**src/sv/scmpw_pkg.sv**
```systemverilog
// Shared constants, types and helpers for the SCC condensation path-weight block.
package scmpw_pkg;

  localparam int NODE_MAX = 4096;
  localparam int EDGE_MAX = 65536;
  localparam int ID_W     = 13;
  localparam int WT_W     = 16;
  localparam int SUM_W    = 28;
  localparam int NIDX_W   = $clog2(NODE_MAX);
  localparam int CNT_W    = NIDX_W + 1;
  localparam int EIDX_W   = $clog2(EDGE_MAX);
  localparam int ELINK_W  = EIDX_W + 1;

  localparam logic [SUM_W-1:0] SUM_MAX = '1;

  localparam logic [1:0] FUNC_WEIGHT  = 2'd0;
  localparam logic [1:0] FUNC_EDGE    = 2'd1;
  localparam logic [1:0] FUNC_COMPUTE = 2'd2;

  typedef enum logic [4:0] {
    OP_CLEAR, OP_IDLE, OP_LINK, OP_ROOT, OP_ROOT_CHK, OP_HEAD, OP_EDGE, OP_EDGE_RD,
    OP_NBR, OP_POP, OP_SUM_K, OP_SUM_W, OP_SUM_H, OP_SUM_F, OP_SUM_E, OP_SUM_C,
    OP_SUM_B, OP_RET, OP_RET_RD, OP_DONE
  } op_t;

  typedef struct packed {
    op_t  op;
    logic accept;
  } cmd_t;

  typedef struct packed {
    logic res_valid;
    logic item_edge;
    logic item_compute;
    logic root_done;
    logic disc_zero;
    logic e_zero;
    logic scc_root;
    logic v_out;
    logic pop_last;
    logic k_end;
    logic f_zero;
    logic c_self;
    logic csp_zero;
    logic clr_last;
  } stat_t;

  typedef struct packed {
    logic [NIDX_W-1:0]  node;
    logic [ELINK_W-1:0] edge_ptr;
    logic [CNT_W-1:0]   low;
    logic [CNT_W-1:0]   disc;
  } frame_t;

  function automatic logic [SUM_W-1:0] sat_add(input logic [SUM_W-1:0] a,
                                               input logic [SUM_W-1:0] b);
    logic [SUM_W:0] s;
    s = {1'b0, a} + {1'b0, b};
    return s[SUM_W] ? SUM_MAX : s[SUM_W-1:0];
  endfunction

endpackage

```
**src/sv/scmpw_ctrl.sv**
```systemverilog
// Sequencer state machine for load, Tarjan search, component sums and clearing.
module scmpw_ctrl (
  input  logic              clk,
  input  logic              rst,
  input  logic              in_valid,
  output logic              in_stall,
  input  scmpw_pkg::stat_t  st,
  output scmpw_pkg::cmd_t   cmd
);
  import scmpw_pkg::*;

  typedef enum logic [19:0] {
    S_CLEAR   = 20'h00001,
    S_IDLE    = 20'h00002,
    S_LINK    = 20'h00004,
    S_ROOT    = 20'h00008,
    S_ROOT_CHK= 20'h00010,
    S_HEAD    = 20'h00020,
    S_EDGE    = 20'h00040,
    S_EDGE_RD = 20'h00080,
    S_NBR     = 20'h00100,
    S_POP     = 20'h00200,
    S_SUM_K   = 20'h00400,
    S_SUM_W   = 20'h00800,
    S_SUM_H   = 20'h01000,
    S_SUM_F   = 20'h02000,
    S_SUM_E   = 20'h04000,
    S_SUM_C   = 20'h08000,
    S_SUM_B   = 20'h10000,
    S_RET     = 20'h20000,
    S_RET_RD  = 20'h40000,
    S_DONE    = 20'h80000
  } state_t;

  state_t state, state_next;
  logic   accept;

  assign in_stall = (state != S_IDLE) || (st.item_compute && st.res_valid);
  assign accept   = in_valid && !in_stall;

  always_ff @(posedge clk) begin
    if (rst) begin
      state <= S_CLEAR;
    end else begin
      state <= state_next;
    end
  end

  always_comb begin
    state_next = state;
    cmd.accept = accept;
    cmd.op     = OP_IDLE;
    case (state)
      S_CLEAR: begin
        cmd.op = OP_CLEAR;
        if (st.clr_last) state_next = S_IDLE;
      end
      S_IDLE: begin
        cmd.op = OP_IDLE;
        if (accept && st.item_edge) state_next = S_LINK;
        else if (accept && st.item_compute) state_next = S_ROOT;
      end
      S_LINK: begin
        cmd.op = OP_LINK;
        state_next = S_IDLE;
      end
      S_ROOT: begin
        cmd.op = OP_ROOT;
        state_next = st.root_done ? S_DONE : S_ROOT_CHK;
      end
      S_ROOT_CHK: begin
        cmd.op = OP_ROOT_CHK;
        state_next = st.disc_zero ? S_HEAD : S_ROOT;
      end
      S_HEAD: begin
        cmd.op = OP_HEAD;
        state_next = S_EDGE;
      end
      S_EDGE: begin
        cmd.op = OP_EDGE;
        if (!st.e_zero) state_next = S_EDGE_RD;
        else if (st.scc_root) state_next = S_POP;
        else state_next = S_RET;
      end
      S_EDGE_RD: begin
        cmd.op = OP_EDGE_RD;
        state_next = st.v_out ? S_EDGE : S_NBR;
      end
      S_NBR: begin
        cmd.op = OP_NBR;
        state_next = st.disc_zero ? S_HEAD : S_EDGE;
      end
      S_POP: begin
        cmd.op = OP_POP;
        if (st.pop_last) state_next = S_SUM_K;
      end
      S_SUM_K: begin
        cmd.op = OP_SUM_K;
        state_next = st.k_end ? S_RET : S_SUM_W;
      end
      S_SUM_W: begin
        cmd.op = OP_SUM_W;
        state_next = S_SUM_H;
      end
      S_SUM_H: begin
        cmd.op = OP_SUM_H;
        state_next = S_SUM_F;
      end
      S_SUM_F: begin
        cmd.op = OP_SUM_F;
        state_next = st.f_zero ? S_SUM_K : S_SUM_E;
      end
      S_SUM_E: begin
        cmd.op = OP_SUM_E;
        state_next = st.v_out ? S_SUM_F : S_SUM_C;
      end
      S_SUM_C: begin
        cmd.op = OP_SUM_C;
        state_next = st.c_self ? S_SUM_F : S_SUM_B;
      end
      S_SUM_B: begin
        cmd.op = OP_SUM_B;
        state_next = S_SUM_F;
      end
      S_RET: begin
        cmd.op = OP_RET;
        state_next = st.csp_zero ? S_ROOT : S_RET_RD;
      end
      S_RET_RD: begin
        cmd.op = OP_RET_RD;
        state_next = S_EDGE;
      end
      S_DONE: begin
        cmd.op = OP_DONE;
        state_next = S_CLEAR;
      end
      default: begin
        cmd.op = OP_IDLE;
        state_next = S_CLEAR;
      end
    endcase
  end

endmodule

```
**config.mk**
```make
export PLATFORM = sky130hd
export DESIGN_NAME = scmpw_ctrl
export DESIGN_NICKNAME = d
export VERILOG_FILES = /design/src/sv/scmpw_pkg.sv /design/src/sv/scmpw_ctrl.sv
export SDC_FILE = /design/constraint.sdc
export NUM_CORES = 1
export LEC_CHECK = 0
export ABC_AREA = 1
export BUFFER_PORTS_ARGS = -buffer_cell sky130_fd_sc_hd__buf_2
export CAP_MARGIN = 20
export CORE_MARGIN = 1
export CORE_UTILIZATION = 55
export DETAILED_ROUTE_END_ITERATION = 7
export PLACE_DENSITY = 0.77
export SLEW_MARGIN = 10
export SYNTH_ARGS = -nofsm -noshare
export SYNTH_HDL_FRONTEND = slang
export SYNTH_SLANG_ARGS = --single-unit
```
**constraint.sdc**
```tcl
create_clock -name clk -period 2.3 [get_ports clk]
set_clock_uncertainty 0.2 [all_clocks]
set_input_delay 0.115 -clock clk [delete_from_list [all_inputs] [get_ports clk]]
set_output_delay 0.115 -clock clk [all_outputs]
set_load 0.005 [all_outputs]
```
==> flow_metrics.tcl, run 1 <==
set metrics [dict create \
    final_util_pct 78.3 \
    setup_ws_ns 0.0861 \
    cts_made_buffers 3 \
    dpl.cell_count 322 \
    crit_buf_inv 1 \
    largest_reg_flops 20 \
    final_nets 341 \
    cp.required_ns 1.99 \
    synth-seq-area-share_pct 23.8 \
    first_iter_violations 134 \
    path_clk_slew_ns 0.11 \
    htreeDepth 1 \
    power.density_nw_per_um2 691 \
    dieArea_um2 3280 \
    mostFrequentLayoutCell "nand3_1" \
    criticalPathCategory "register to output port" \
    gp_congestion 0.886 \
    dpl_cell_area_um2 1820 \
    syn-cell-area_um2 1680 \
    grt_first_pass_wirelength_mm 6.97 \
    critical-path-max-stage-delay_ns 0.36 \
    finalMaxSlewViolations 0 \
    io_buffers 23 \
    synth_seq_cells 20 \
    p_leak_nw 1.13 \
    max_freq_mhz 452 \
    arrival_ns 1.90 \
    cp-start-kind "register" \
    cts_sinks 20 \
    avgSynthCellArea_um2 6.22 \
    peakVddDrop_mv 0.399 \
    clk_latency_ns 0.31 \
    status "complete, but fails checks" \
    grt_max_degree 15 \
    dp_hpwl_mm 3.35 \
    grt-ovfl-total 0 \
    hp-class "input port to register" \
    routedWlPerCell_um 13.4 \
    diodes 0 \
    seq_area_um2 417 \
    fin_crit_sh_pct 96.3 \
    die_y_um 57.3 \
    areaGrowthSynthToFinish_pct 32.0 \
    synth_nets 287 \
    synth-warning-count 0 \
    dp_slack_ns 0.180 \
    regMostFlops "state" \
    core_um2 2830 \
    grt_pass1_vias 1579 \
    crit_path_top_delay_cell "dfxtp_1" \
    fin_crit_ns 2.21 \
    routed_via_density 5.45 \
    layoutNonFillerInstCount 353 \
    cp-end-kind "output port" \
    finalHoldViolCount 0 \
    worstPathMaxFanout 5 \
    cts.path.max_buffers 2 \
    crit_chain "nor2_4 > nand2_4 > nor2_4 > nand3_2 > or2_2 > nand2_2 > nor3_2 > nand3_1 > nand2_1 > buf_2" \
    antenna_found_initial 0 \
    drive_above_1_share_pct 33.5 \
    syn_inst 270 \
    ys_types 33 \
    die_x_um 57.3 \
    ant_nets 0 \
    first_pass_iters 8 \
    total_power_w 0.00153 \
    maxCapViolCount 0 \
    drc_errors 2 \
    cts_tree "yes" \
    ios 24 \
    grt_use_total_pct 28.0 \
    crit_top_cell "nor2_4" \
    setup_viol 0 \
    mostFrequentLayoutCells "nand3_1 (45), nor2_1 (44), inv_1 (43)" \
    fillerInstances 227 \
    relSlewSlack_pct 69.2 \
    multiInputGateArea_um2 1150 \
    reg_top3 "state (20)" \
    postLayoutCellArea_um2 2220 \
    tightest_slew_ns 0.461 \
    std_cell_rows 19 \
    routed-via-count 1923 \
    start_util_pct 59.4 \
    wirelength_mm 4.74 \
    cts_root_buf "clkbuf_4" \
    crit_family "simple AND/OR/NAND/NOR gates" \
    violations "DRC" \
]
## per-layer routing
metal	share of wire, %	routed length (um)	global-route usage (%)	vias up
met5	0	0	0	-
met4	1.4	65	9.06	0
met3	6.4	303	3.63	9
met2	47	2230	45.4	70
met1	45	2140	38.8	880
li1	-	-	-	964
## power breakdown
group	leakage (nW)	switching, W	internal [W]	total (W)
sequential	0.168	0.0000352	0.000379	0.000414
combinational	0.950	0.000551	0.000394	0.000945
clock	0.0138	0.000111	0.0000613	0.000172
## cell type report
type | count | area share [%]
flip-flops and latches | 20 | 18.8
multi-input cells | 197 | 51.9
inverters | 47 | 8.07
repair buffers | 55 | 18.5
clock buffers | 3 | 1.02
well taps | 31 | 1.75
## logic make-up after synthesis
group                  share of synthesized area (%)
AO/OA/AOI/OAI                                   5.51
buffers and inverters                           13.1
flip-flops                                      23.8
AND/OR/NAND/NOR                                 57.5
## tightest hold or removal path, stage by stage
cell,delay [ns]
buf_2,0.07
nand2_1,0.08
nand3_1,0.11
nor2_1,0.04
nand3_1,0.07
inv_1,0.03
## synth_stat cells (all sizes together)
| master | number | area [um2] |
|---|---|---|
| o31ai | 1 | 7.51 |
| dfxtp | 20 | 400 |
| nor3 | 12 | 96.4 |
| inv | 46 | 173 |
| nand2 | 43 | 214 |
| a21oi | 7 | 38.8 |
| o21ai | 5 | 25.0 |
| or2 | 6 | 42.6 |
| clkinv | 1 | 5.00 |
| a21boi | 1 | 7.51 |
| o21bai | 1 | 7.51 |
| nand3 | 47 | 240 |
| and2 | 2 | 12.5 |
| o22ai | 1 | 6.26 |
| nor2 | 62 | 302 |
| nand3b | 2 | 15.0 |
| nand4 | 7 | 43.8 |
| buf | 6 | 42.5 |
## repair_timing
action | 4_1_cts | 5_1_grt
pin swaps | 0 | 11
hold endpoints to repair | 15 | 0
hold buffers | 15 | 0
setup endpoints to repair | 3 | 12
buffers inserted | 0 | 14
gates resized for setup | 8 | 31
## path summary, 6_finish.rpt
| check | start | to | slack [ns] | depth (start not counted) |
|---|---|---|---|---|
| max reg2reg | state[3] | state[6] | 0.12 | 10 |
| min | st[13] | state[2] | 0.03 | 6 |
| min reg2reg | state[15] | state[16] | 0.49 | 4 |
| max | state[3] | cmd[1] | 0.09 | 10 |
## stage by stage
stage          hold WS [ns]  setup TNS (ns)
6_report             0.0316               0
5_1_grt              0.0852         -0.0354
4_1_cts              0.0328               0
3_5_place_dp         0.0942               0
3_3_place_gp         0.0880               0
2_1_floorplan       -0.0153               0
Note: power is estimated with default switching activity, not from simulation.
==> run 2, diff against run 1 <==
Settings changed: PLACE_DENSITY 0.77 to not set, PLACE_DENSITY_LB_ADDON set to 0.1.
==> run 2 against run 1 <==
  * The run ends with DRC, hold timing left
  * Die area unchanged
  * Worst setup slack got worse by 0.037 ns
  * Design area grew 0.68%
  * Global-route usage rose by 2.1 points
  * Critical path type unchanged
==> flow_metrics.tcl, run 2 (synthesis results as in run 1) <==
set metrics [dict create \
    grt_pass1_vias 1712 \
    hp-start "in_valid" \
    relSlewSlack_pct 66.4 \
    cp-end-kind "output port" \
    diodes 0 \
    r2r-end "state[15]" \
    core_um2 2830 \
    routedWlPerCell_um 14.5 \
    antenna_found_initial 0 \
    r2r_start "state[1]" \
    p_leak_nw 1.14 \
    setup_viol 0 \
    cts_root_buf "clkbuf_4" \
    holdPathStages 5 \
    cp-start-kind "register" \
    routed_via_density 5.58 \
    crit_path_top_delay_cell "dfxtp_4" \
    arrival_ns 1.94 \
    tightest_slew_ns 0.503 \
    routed-via-count 1968 \
    cts_sinks 20 \
    std_cell_rows 19 \
    fin_crit_sh_pct 97.9 \
    grt_first_pass_wirelength_mm 7.61 \
    regMostFlops "state" \
    gp_congestion 0.943 \
    total_power_w 0.00160 \
    path_clk_slew_ns 0.12 \
    finalHoldViolCount 1 \
    final_nets 340 \
    areaGrowthSynthToFinish_pct 32.9 \
    finalMaxSlewViolations 0 \
    reg_top3 "state (20)" \
    r2r_setup_slack_ns 0.11 \
    die_x_um 57.3 \
    ant_nets 0 \
    io_buffers 23 \
    grt-ovfl-total 0 \
    worstPathMaxFanout 5 \
    layoutNonFillerInstCount 353 \
    grt_max_degree 16 \
    htreeDepth 1 \
    mostFrequentLayoutCells "inv_1 (44), nor2_1 (44), nand3_1 (43)" \
    first_pass_iters 7 \
    dieArea_um2 3280 \
    start_util_pct 59.4 \
    maxCapViolCount 0 \
    largest_reg_flops 20 \
    criticalPathCategory "register to output port" \
    wirelength_mm 5.11 \
    violations "DRC, hold timing" \
    critical-path-max-stage-delay_ns 0.37 \
    status "complete, but fails checks" \
    drc_errors 1 \
    cts_made_buffers 3 \
    rr_worst_depth 14 \
    cp.required_ns 1.99 \
    hp-class "input port to register" \
    whs_ns -0.00834 \
    peakVddDrop_mv 0.469 \
    drive_above_1_share_pct 33.5 \
    min_to "state[2]" \
    ios 24 \
    die_y_um 57.3 \
    grt_use_total_pct 30.1 \
    dp_hpwl_mm 3.37 \
    first_iter_violations 127 \
    crit_top_cell "nor2_4" \
    cts.path.max_buffers 2 \
    dpl.cell_count 322 \
    clk_latency_ns 0.32 \
    crit_chain "nor2_4 > nand2_4 > nor2_4 > nand3_4 > or2_4 > nand2_2 > nor3_2 > nand3_1 > nand2_1 > buf_2" \
    max_freq_mhz 444 \
    cts_tree "yes" \
    power.density_nw_per_um2 719 \
    fin_crit_ns 2.25 \
]
## run 2: cell count changes in the layout (fill, tap and decap cells not counted), sizes merged
cell and change:
buf +1, clkbuf +1, dlygate4sd3 -2
## run 2: routing by layer
metal	vias up	track usage (%)	wire length (um)
met3	18	3.63	339
met2	80	51.6	2450
met4	0	8.01	152
met5	-	0	0
li1	966	-	-
met1	904	40.0	2170
## run 2: repair_timing
| action | 4_1_cts | 5_1_grt |
|---|---|---|
| endpoints found under the hold margin | 16 | 0 |
| gates resized for setup | 7 | 36 |
| hold buffers | 13 | 0 |
| buffers inserted | 4 | 10 |
| pin swaps | 3 | 12 |
| setup endpoints to repair | 3 | 4 |
## run 2: worst max-delay path: cells and delay by family (launching register included)
kind                   cells  cell delay (ns)
and+or+nand+nor            9             1.13
DFF                        1             0.37
buffers and inverters      1             0.13
## run 2: metrics by stage
step           utilization, %  area (um2)  setup WS [ns]  setup TNS (ns)
3_3_place_gp             64.4        1820          0.156               0
4_1_cts                  72.0        2040        0.00210               0
2_1_floorplan               -        1680          0.502               0
3_5_place_dp             64.4        1820          0.162               0
5_1_grt                  78.9        2230        -0.0100         -0.0100
6_report                 78.9        2230         0.0487               0
## run 2: report_power, final
part           leakage [nW]  switching [W]  internal (W)
clock                0.0210       0.000121     0.0000968
sequential            0.168      0.0000283      0.000379
combinational         0.949       0.000588      0.000390
total                  1.14       0.000738      0.000866
## run 2: how the worst max path moves through the flow
stage / from / endpoint / cells past startpoint
3_5_place_dp: state[10] / state[17] / 10
6_report: state[1] / cmd[1] / 10
2_1_floorplan: state[6] / state[12] / 12
5_1_grt: state[17] / cmd[1] / 11
3_3_place_gp: state[10] / state[17] / 10
4_1_cts: state[2] / cmd[1] / 10
## run 2: layout make-up
class / count / area (um2)
clock buffers: 4 / 36.3
fillers: 226 / 598
multi-input cells: 197 / 1170
flip-flops and latches: 20 / 419
inverters: 47 / 184
well taps: 31 / 38.8
repair buffers: 54 / 384
==> run 3, diff against run 2 <==
Settings changed: ABC_AREA 1 to 0.
Clock period 2.3 ns to 2.5 ns, I/O delays scaled along.
==> run 3 against run 2 <==
  * The flow finishes with violations (setup timing)
  * Highest routed layer is now met5
  * Synthesized cell count shrank 40%
  * Critical path type is now register to register
  * Register-to-register slack lost 0.22 ns
  * Worst hold slack gained 0.032 ns
  * Die area shrank 16%
==> flow_metrics.tcl, run 3 <==
set metrics [dict create \
    status "complete, but fails checks" \
    violations "setup timing" \
    mostFrequentLayoutCell "buf_2" \
    drc_errors 0 \
    relSlewSlack_pct 55.4 \
    pwr-share-seq_pct 38.1 \
    antenna_found_initial 1 \
    path_clk_slew_ns 0.12 \
    synth_nets 179 \
    cts_root_buf "clkbuf_4" \
    synth_top_cell_area_share_pct 28.5 \
    setup_viol 3 \
    synth_seq_cells 20 \
    crit_chain "nor4_4 > nand4_1 > buf_4 > nor2b_2 > nor3b_1 > dlygate4sd3_1" \
    cts_sinks 20 \
    swShare_pct 30.8 \
    dpl.cell_count 213 \
    die_y_um 52.5 \
    tightest_slew_ns 0.659 \
    areaGrowthSynthToFinish_pct 45.1 \
    synth_commonest_cells "dfxtp_1 (20), nor2_1 (17), nand2_1 (9), nor4b_1 (9), inv_1 (7)" \
    hp-start "st[11]" \
    grt-ovfl-total 0 \
    p_sw_w 0.000274 \
    grt_first_pass_wirelength_mm 6.69 \
    crit_path_top_delay_cell "dlygate4sd3_1" \
    worstPathMaxFanout 9 \
    std_cell_rows 17 \
    fin_crit_sh_pct 104 \
    ios 24 \
    power_frac_clock_pct 30.9 \
    cp-end-kind "register" \
    p_comb_share_pct 30.9 \
    crit_buf_inv 2 \
    largest_reg_flops 20 \
    mostFrequentLayoutCells "buf_2 (23), buf_4 (22), nor2_1 (16), dlygate4sd3_1 (16), dfxtp_2 (9)" \
    ant_nets 0 \
    grt_use_total_pct 34.4 \
    hp-class "input port to register" \
    wl_met1_mm 2.00 \
    synthTopCellsByArea "dfxtp_1 (29%), nor4_4 (7.6%), nor4b_1 (5.6%), nor2_1 (4.5%), xor2_1 (3.1%)" \
    synth-main-ff-cell "dfxtp_1" \
    crit_family "simple AND/OR/NAND/NOR gates" \
    rsz0062_at_grt "yes" \
    p_leak_nw 0.780 \
    r2r-end "state[14]" \
    core_um2 2300 \
    wirelength_mm 5.23 \
    met3_length_um 476 \
    setup_ws_ns -0.112 \
    clk_latency_ns 0.32 \
    dp_hpwl_mm 2.90 \
    finalHoldViolCount 0 \
    routed_via_density 6.76 \
    ys_types 49 \
    die_x_um 52.5 \
    criticalPathCategory "register to register" \
    final_util_pct 88.6 \
    peakVddDrop_mv 0.565 \
    start_util_pct 61.1 \
    power.density_nw_per_um2 436 \
    reg_top3 "state (20)" \
    r2r_setup_slack_ns -0.11 \
    first_iter_violations 125 \
    cts.path.max_buffers 2 \
    first_pass_iters 5 \
    final_nets 237 \
    synth-warning-count 0 \
    cp-start-kind "register" \
    avgSynthCellArea_um2 8.66 \
    htreeDepth 1 \
    drive_above_1_share_pct 43.4 \
    synth_edf_count 0 \
    p_int_w 0.000614 \
    maxCapViolCount 0 \
    min_to "state[3]" \
    fin_crit_ns 2.61 \
    arrival_ns 2.68 \
    cp.required_ns 2.57 \
    dieArea_um2 2760 \
    synth-seq-area-share_pct 28.5 \
    routed-via-count 1669 \
    diodes 0 \
    grt_pass1_vias 1393 \
    rr_worst_depth 6 \
    r2r_start "state[2]" \
    synth_most_common_cell "dfxtp_1" \
    syn_inst 162 \
    holdPathStages 5 \
    met2_length_mm 2.44 \
    cts_made_buffers 3 \
    regMostFlops "state" \
    max_freq_mhz 383 \
    synth_top_area_cell "dfxtp_1" \
    layoutNonFillerInstCount 247 \
    cts_tree "yes" \
    io_buffers 23 \
    syn-cell-area_um2 1400 \
    routedWlPerCell_um 21.2 \
    async_flop_share_pct 0 \
    critical-path-max-stage-delay_ns 0.61 \
    grt_max_degree 13 \
    finalMaxSlewViolations 0 \
    gp_congestion 0.895 \
    maxUsedRoutingLayer "met5" \
]
[run 3: cell types whose count changed in the layout (fill, tap and decap cells not counted), moves of 6 or more]
cell | previous run | this run
nand3_1 | 43 | 4
inv_1 | 44 | 7
nor2_1 | 44 | 16
nand2_1 | 32 | 8
nor2_4 | 11 | 0
nand2_4 | 7 | 0
nor4b_1 | 0 | 7
nor3_2 | 8 | 2
nor4_4 | 0 | 6
or2_4 | 6 | 0
[run 3: what timing repair did]
action,4_1_cts,5_1_grt
hold buffers,16,0
endpoints found under the hold margin,17,0
setup endpoints to repair,3,7
pin swaps,6,13
buffers inserted,4,10
resized for setup,11,30
[run 3: power groups by stage]
| stage | clock network [W] | registers (W) | logic [W] |
|---|---|---|---|
| 4_1_cts | 0.000274 | 0.000344 | 0.000214 |
| 3_3_place_gp | 0 | 0.000350 | 0.000187 |
| 3_5_place_dp | 0 | 0.000351 | 0.000192 |
| 5_1_grt | 0.000290 | 0.000340 | 0.000288 |
| 6_report | 0.000274 | 0.000338 | 0.000275 |
| 2_1_floorplan | 0 | 0.000347 | 0.000115 |
[run 3: worst register-to-register path, cell delays in order, from the launching register on]
cell	delay, ns
dfxtp_4	0.42
nor4_4	0.38
nand4_1	0.23
buf_4	0.22
nor2b_2	0.18
nor3b_1	0.32
dlygate4sd3_1	0.61
[run 3: per-stage QoR]
step | hold WS [ns] | TNS (ns) | instance area, um2 | worst slack [ns] | power (W)
after floorplan | -0.00593 | 0 | 1400 | 0.260 | 0.000462
after global placement | 0.102 | 0 | 1560 | 0.249 | 0.000537
after detailed placement | 0.111 | 0 | 1560 | 0.180 | 0.000543
after CTS | 0.00988 | 0 | 1840 | 0.000924 | 0.000833
after global routing | 0.0303 | -0.650 | 2040 | -0.203 | 0.000918
final | 0.0235 | -0.264 | 2040 | -0.112 | 0.000888
[run 3: cell families after synthesis]
family,count (synthesis),synth area share [%]
buffers and inverters,16,5.89
XOR/XNOR,7,4.37
multiplexers,2,1.52
AO/OA/AOI/OAI,31,15.5
flip-flops,20,28.5
AND/OR/NAND/NOR,86,44.2
[run 3: final cells by class]
cell class | instances | area, um2
Timing Repair Buffer | 62 | 452
Tap cell | 28 | 35.0
Clock buffer | 3 | 22.5
Inverter | 7 | 26.3
Sequential cell | 20 | 434
Fill cell | 104 | 262
Multi-Input combinational cell | 126 | 1040
Clock inverter | 1 | 30.0
[run 3: routing by layer]
layer / vias up / track usage, %
li1: 735 / -
met3: 47 / 8.99
met2: 114 / 56.3
met4: 2 / 15.4
met1: 771 / 41.6
met5: - / 0
[run 3: worst max-delay path by stage]
stage | start | end | slack [ns] | depth (start not counted)
2_1_floorplan | state[16] | state[13] | 0.26 | 7
3_3_place_gp | state[19] | state[15] | 0.25 | 6
3_5_place_dp | state[19] | state[8] | 0.18 | 6
4_1_cts | state[7] | cmd[1] | 0.0009 | 8
5_1_grt | state[14] | cmd[1] | -0.20 | 7
6_report | state[2] | state[14] | -0.11 | 6
